<file path="src/rtl/vom_pkg.sv">
// Shared types and constants for the voxel occupancy map.
// Depends on nothing; imported by every file of the block but vom_store and vom_checker.
`timescale 1ns / 1ps
`default_nettype none

package vom_pkg;

    // Field widths
    localparam int COORD_W    = 16;
    localparam int RES_W      = 10;
    localparam int SIDE_CFG_W = 7;
    localparam int CFG_AW     = 2;
    localparam int CFG_DW     = 10;

    // Occupancy store row: 32 voxel bits per memory word
    localparam int ROW_BITS = 32;
    localparam int ROW_SH   = 5;

    // Configuration register indexes
    localparam logic [CFG_AW-1:0] REG_RESOLUTION  = 2'd0;
    localparam logic [CFG_AW-1:0] REG_GRID_WIDTH  = 2'd1;
    localparam logic [CFG_AW-1:0] REG_GRID_HEIGHT = 2'd2;
    localparam logic [CFG_AW-1:0] REG_GRID_DEPTH  = 2'd3;

    // Item actions
    localparam logic ACT_QUERY = 1'b0;
    localparam logic ACT_SET   = 1'b1;

    typedef enum logic [2:0] {
        ST_CLEAR,
        ST_IDLE,
        ST_DIV,
        ST_CHECK,
        ST_MUL1,
        ST_MUL2,
        ST_READ,
        ST_FINISH
    } state_t;

    // One input word after unpacking
    typedef struct packed {
        logic                      action;
        logic signed [COORD_W-1:0] x_pos;
        logic signed [COORD_W-1:0] y_pos;
        logic signed [COORD_W-1:0] z_pos;
        logic                      occupied_value;
    } item_t;

    // Controller to datapath
    typedef struct packed {
        logic clr_step;
        logic load;
        logic div_step;
        logic check;
        logic mul1;
        logic mul2;
        logic mem_rd;
        logic finish;
    } cmd_t;

    // Datapath to controller
    typedef struct packed {
        logic clr_done;
        logic div_last;
        logic is_set;
    } stat_t;

endpackage

`default_nettype wire

</file>
<file path="src/rtl/vom_ctrl.sv">
// Controller: sequences clearing, division, indexing and the store access,
// and owns the item and result handshakes. Uses vom_pkg.
`timescale 1ns / 1ps
`default_nettype none

module vom_ctrl
    import vom_pkg::*;
(
    input  wire logic  clk,
    input  wire logic  rst_n,
    input  wire logic  s_tvalid,
    output      logic  s_tready,
    output      logic  m_tvalid,
    input  wire logic  m_tready,
    output      cmd_t  cmd,
    input  wire stat_t stat
);

    state_t state_reg;
    state_t state_next;
    logic   out_valid_reg;
    logic   out_valid_next;
    logic   out_free;

    // State and result-valid registers
    always_ff @(posedge clk or negedge rst_n)
    begin
        if (!rst_n)
        begin
            state_reg     <= ST_CLEAR;
            out_valid_reg <= 1'b0;
        end
        else
        begin
            state_reg     <= state_next;
            out_valid_reg <= out_valid_next;
        end
    end

    // The result register is free when empty or being taken
    assign out_free = !out_valid_reg || m_tready;

    // Next state and commands
    always_comb
    begin
        state_next     = state_reg;
        cmd            = '0;
        s_tready       = 1'b0;
        out_valid_next = out_valid_reg && !m_tready;
        unique case (state_reg)
            ST_CLEAR:
            begin
                cmd.clr_step = 1'b1;
                if (stat.clr_done)
                begin
                    state_next = ST_IDLE;
                end
            end
            ST_IDLE:
            begin
                s_tready = 1'b1;
                if (s_tvalid)
                begin
                    cmd.load   = 1'b1;
                    state_next = ST_DIV;
                end
            end
            ST_DIV:
            begin
                cmd.div_step = 1'b1;
                if (stat.div_last)
                begin
                    state_next = ST_CHECK;
                end
            end
            ST_CHECK:
            begin
                cmd.check  = 1'b1;
                state_next = ST_MUL1;
            end
            ST_MUL1:
            begin
                cmd.mul1   = 1'b1;
                state_next = ST_MUL2;
            end
            ST_MUL2:
            begin
                cmd.mul2   = 1'b1;
                state_next = ST_READ;
            end
            ST_READ:
            begin
                cmd.mem_rd = 1'b1;
                state_next = ST_FINISH;
            end
            ST_FINISH:
            begin
                // A set never waits; a query waits for the result slot
                if (stat.is_set)
                begin
                    cmd.finish = 1'b1;
                    state_next = ST_IDLE;
                end
                else if (out_free)
                begin
                    cmd.finish     = 1'b1;
                    out_valid_next = 1'b1;
                    state_next     = ST_IDLE;
                end
            end
            default:
            begin
                state_next = ST_IDLE;
            end
        endcase
    end

    assign m_tvalid = out_valid_reg;

endmodule

`default_nettype wire

</file>
<file path="config.mk">
export PLATFORM = sky130hd
export DESIGN_NAME = vom_ctrl
export DESIGN_NICKNAME = d
export VERILOG_FILES = /design/src/rtl/vom_pkg.sv /design/src/rtl/vom_ctrl.sv
export SDC_FILE = /design/constraint.sdc
export NUM_CORES = 1
export LEC_CHECK = 0
export BUFFER_PORTS_ARGS = -buffer_cell sky130_fd_sc_hd__buf_4
export CAP_MARGIN = 20
export CORE_AREA = 4 4 41 43
export DETAILED_ROUTE_END_ITERATION = 10
export DIE_AREA = 0 0 45 47
export PLACE_DENSITY = 0.46
export SLEW_MARGIN = 20
export SYNTH_ARGS = -nofsm -noshare
export SYNTH_HDL_FRONTEND = slang
export SYNTH_SLANG_ARGS = --single-unit
</file>
<file path="constraint.sdc">
create_clock -name clk -period 2.2 [get_ports clk]
set_input_delay 0.44 -clock clk [delete_from_list [all_inputs] [get_ports clk]]
set_output_delay 0.44 -clock clk [all_outputs]
set_load 0.03 [all_outputs]
</file>
* Yosys cells after proc, flatten, opt, wreduce, memory -nomap -nowiden
Index checks and enable logic that the tools add are counted.
** Word-level totals
- Output and inout bits :: 10
- Bits of input ports :: 7
- Memory bits (read-only) :: 0
- Flip-flop bits (word level) :: 4
- Latch bits :: 0
- RAM bits :: 0
- Memories :: 0
** Cells by class
- Shift operators :: 0
- Bitwise operators :: 0
- Magnitude comparators :: 0
- Multiplexer cells :: 21
- Div/mod/pow operators :: 0
- Reductions and logical operators :: 6
- Multiply operators :: 0
- Add/subtract/negate cells :: 0
- Eq/ne operators :: 11
** Operator list (count)
- $pmux 3 s8 :: 1
- $mux 1 :: 15
- $mux 3 :: 5
- $eq 3x3->1 const B :: 4
- $eq 3x2->1 const B :: 2
- $ne 2x2->1 const B :: 3
- $reduce_and 4->1 :: 1
- $eq 3x1->1 const B :: 1
- $logic_not 3->1 :: 1
- $ne 3x3->1 const B :: 1
- $logic_not 1->1 :: 2
- $logic_and 1x1->1 :: 1
- $logic_or 1x1->1 :: 1

* Longest topological paths before layout
- Word-level depth :: 5
- Mapped depth :: 4

* Worst setup path after synthesis
OpenSTA, ideal clock, no wires.
- Kind :: reg2out
- Start point :: reg state_reg[1]
- End point :: out cmd[6] (netlist bit)
- Data required time :: 1.760 ns
- Arrival :: 1.263 ns
- Cell stages (with the launch flop) :: 5
- Path buffers :: 1
- Slack :: 0.497 ns
- Cell sequence :: dfrtp_1 buf_6 nand2b_4 nor2_2 and2_1
** RTL lines
- start, declared :: RTL line vom_ctrl.sv:19 : state_t state_reg;
- start signal, assigned :: RTL line vom_ctrl.sv:35 : state_reg <= state_next;
- end, declared :: RTL line vom_ctrl.sv:15 : output cmd_t cmd,

==> impl_summary.txt <==
----------------------------------------------------
[Floorplan]
  Starting density of the core ... 0.218
  Total die area ... 2120 um2
  Core Region ... 1300 um2
  Ports placed on the boundary ... 17
  Std cell rows ... 13
  Die Height ... 47 um
  Width of the chip ... 45 um

[Run]
  Max-cap violations ... 0

[Critical path]
  Data arrival, critical path ... 1280 ps
  Setup Crit Path Kind ... reg -> out
  Endpoint class of the critical path ... output port
  Register-to-register setup slack ... 1140 ps
  FF-to-FF Start ... state_reg[2]
  Sort of element at the start of the critical path ... register
  R2r worst-path depth ... 3
  Reg-to-reg critical path endpoint ... state_reg[0]
  Worst Path Required ... 1760 ps
  Crit path max fanout ... 9

[Drt]
  Via count ... 270
  Avg Vias per Cell ... 4.22
  Post-DR wirelength/cell ... 10.3 um
  Count of nets left with antenna violations after detail routing ... 0
  Drt initial violations ... 1
  Final routed wirelength across all metal layers ... 660 um
  Pre-antenna DRT Iters ... 2
  DR DRC count ... 0

[STA]
  Final min period ... 1720 ps
  Max Freq ... 583 MHz
  Final critical-path share of the clock period ... 0.780
  Final Hold Vio Count ... 0
  Slew margin rel. ... 0.760
  Number of max-slew violations in the final report ... 0
  Post-Route Setup TNS ... 0 ps
  Final setup violation count ... 0
  Final clock skew ... 1.10 ps
  Setup repair after global routing missed its margin ... no
  Slew at the pin closest to its max-slew limit ... 360 ps

[Power]
  Sequential Power Share ... 0.272
  PwrDens ... 1640 nW/um2
  IR Drop Worst-Case VDD ... 0.591 mV
  Clock network fraction of design power ... 0.129
  Static Leak ... 0.209 nW
  Net switching share of the total power ... 0.505
  Net switching power ... 0.353 mW
  Cell internal power dissipation ... 0.346 mW
  Power share of the combinational group ... 0.599

[Cells and area]
  Multi-input combinational cell area ... 143 um2
  Count of inserted antenna diode cells ... 0
  Area used by sequential logic in the layout ... 100 um2
  Area overhead of the layout relative to synthesis ... 49.8%
  Finished layout cell area ... 425 um2
  Share of final-layout standard cells stronger than drive strength 1 ... 0.469
  Nets@finish ... 58
  Max reg flops ... 3
  Final-layout fill cell count ... 152

[Place]
  Number of port buffers ... 16
  Global placer's final weighted congestion ... 0.600
  Total placed instance area ... 393 um2

[Min path]
  Min-Delay Path Depth ... 2
  Endpoint of the worst hold-timing path ... m_tvalid
  Type of the tightest min-delay check ... in -> reg
  Startpoint of the most critical hold path ... stat[0]

[Yosys]
  Fraction of the yosys area taken by sequential cells ... 0.352
  Number of instances in the synthesized netlist ... 32
  Number of nets produced by synthesis ... 39
  Cell type with the highest aggregate area in the netlist ... sky130_fd_sc_hd__dfrtp_1
  Mean instance size in the synthesized netlist ... 8.88 um2
  Area share of the largest cell type after synthesis ... 0.352
  Number of distinct library cell variants in the gate-level netlist after synthesis ... 18
  Syn. warnings ... 0
  Post-Synthesis Cell Area ... 284 um2
  Seq cells post-synth ... 4
  Ranking of synthesized cells by area ... sky130_fd_sc_hd__dfrtp_1, sky130_fd_sc_hd__nand2b_4, sky130_fd_sc_hd__buf_6

[Status]
  Run status ... completed

[Clocking]
  Clock tree from TritonCTS ... yes
  Worst-path clk slew ... 40 ps
  Post-CTS Resized ... 0
  Root buffer selected by CTS ... sky130_fd_sc_hd__clkbuf_4
  CTS H-tree lvls ... 1
  Worst-case clock buffer depth ... 2
  Inserted Clock Buffers ... 3
  Clk Latency, worst-skew pair ... 230 ps
  Number of clock sinks ... 4

[Global routing]
  Remaining global-route overflow ... 0
  Maximum number of pins on one net before global-route repair ... 11
  Total routing resource utilization after global routing ... 0.0784
  Initial antenna violation count ... 0
  Via count of the first global-routing pass ... 280
  First-pass GRT wire length ... 1160 um

----------------------------------------------------
==> timing repair <==
item / 4_1_cts / 5_1_grt
hold buffers: 1 / 0
hold endpoints to repair: 4 / 0
setup buffers: 0 / 0
setup endpoints to repair: 0 / 0
==> cells in the mapped netlist <==
cell type and number:
sky130_fd_sc_hd__nand2b_4 2, sky130_fd_sc_hd__nor2_1 4, sky130_fd_sc_hd__nor3_1 4, sky130_fd_sc_hd__nor3b_1 1, sky130_fd_sc_hd__buf_6 2, sky130_fd_sc_hd__nand3_1 1, sky130_fd_sc_hd__o22ai_1 2, sky130_fd_sc_hd__nand2_1 1
sky130_fd_sc_hd__and2_1 1, sky130_fd_sc_hd__a31oi_1 1, sky130_fd_sc_hd__o21a_1 1, sky130_fd_sc_hd__a21oi_1 1, sky130_fd_sc_hd__nor4_2 1, sky130_fd_sc_hd__buf_4 1, sky130_fd_sc_hd__nor2_2 1, sky130_fd_sc_hd__dfrtp_1 4
sky130_fd_sc_hd__inv_1 3, sky130_fd_sc_hd__a21boi_0 1
==> power groups by stage <==
stage / Clock (mW) / Sequential, mW / Combinational (mW)
2_1_floorplan: 0 / 0.137 / 0.380
3_3_place_gp: 0 / 0.193 / 0.430
3_5_place_dp: 0 / 0.190 / 0.422
4_1_cts: 0.0917 / 0.189 / 0.424
5_1_grt: 0.101 / 0.199 / 0.450
6_report: 0.0903 / 0.190 / 0.419
==> placed cells by master (no fill, tap or decap), types with 2 or more instances in the layout <==
master	n
sky130_fd_sc_hd__inv_1	3
sky130_fd_sc_hd__nor2_1	4
sky130_fd_sc_hd__dfrtp_1	4
sky130_fd_sc_hd__buf_4	16
sky130_fd_sc_hd__nand2b_4	2
sky130_fd_sc_hd__nor3_1	4
sky130_fd_sc_hd__clkbuf_4	3
sky130_fd_sc_hd__o22ai_1	2
==> per-layer routing <==
metal | vias to the layer above | GRT usage | routed length, um
met1 | 121 | 0.0849 | 293
li1 | 142 | - | -
met2 | 7 | 0.124 | 343
met4 | 0 | 0.0351 | 0
met5 | - | 0 | 0
met3 | 0 | 0.0460 | 24
==> how the worst max path moves through the flow <==
| stage | startpoint | end | slack, ps | cells past startpoint |
|---|---|---|---|---|
| 4_1_cts | state_reg[1] | cmd[6] | 480 | 4 |
| 3_3_place_gp | m_tready | cmd[0] | 720 | 4 |
| 3_5_place_dp | m_tready | cmd[0] | 700 | 4 |
| 2_1_floorplan | state_reg[1] | cmd[6] | 500 | 4 |
| 6_report | state_reg[2] | cmd[3] | 480 | 3 |
| 5_1_grt | state_reg[0] | cmd[0] | 370 | 3 |
==> cell type report <==
type                    instances  share of cell area
flip-flops and latches          4               0.235
repair buffers                 17               0.306
multi-input cells              22               0.335
well taps                      15              0.0441
inverters                       3              0.0265
clock buffers                   3              0.0529
==> logic make-up after synthesis <==
kind of cell / share of synthesized area
compound gates: 0.137
buf+inv: 0.145
flops: 0.352
simple gates: 0.366
==> critical path, cell delays in order, from the launching register on <==
cell	delay (ps)
sky130_fd_sc_hd__dfrtp_1	520
sky130_fd_sc_hd__inv_1	160
sky130_fd_sc_hd__nor3_1	170
sky130_fd_sc_hd__buf_4	190
==> stage by stage <==
stage,utilization,hold slack [ps],setup WS [ps],power [mW],std cells
after floorplan,-,144,497,0.517,32
after global placement,0.302,239,716,0.622,60
after detailed placement,0.302,238,701,0.612,60
after CTS,0.327,399,482,0.705,64
after global routing,0.327,396,371,0.750,64
final,0.327,400,483,0.700,64
Note: power is estimated with default switching activity, not from simulation.
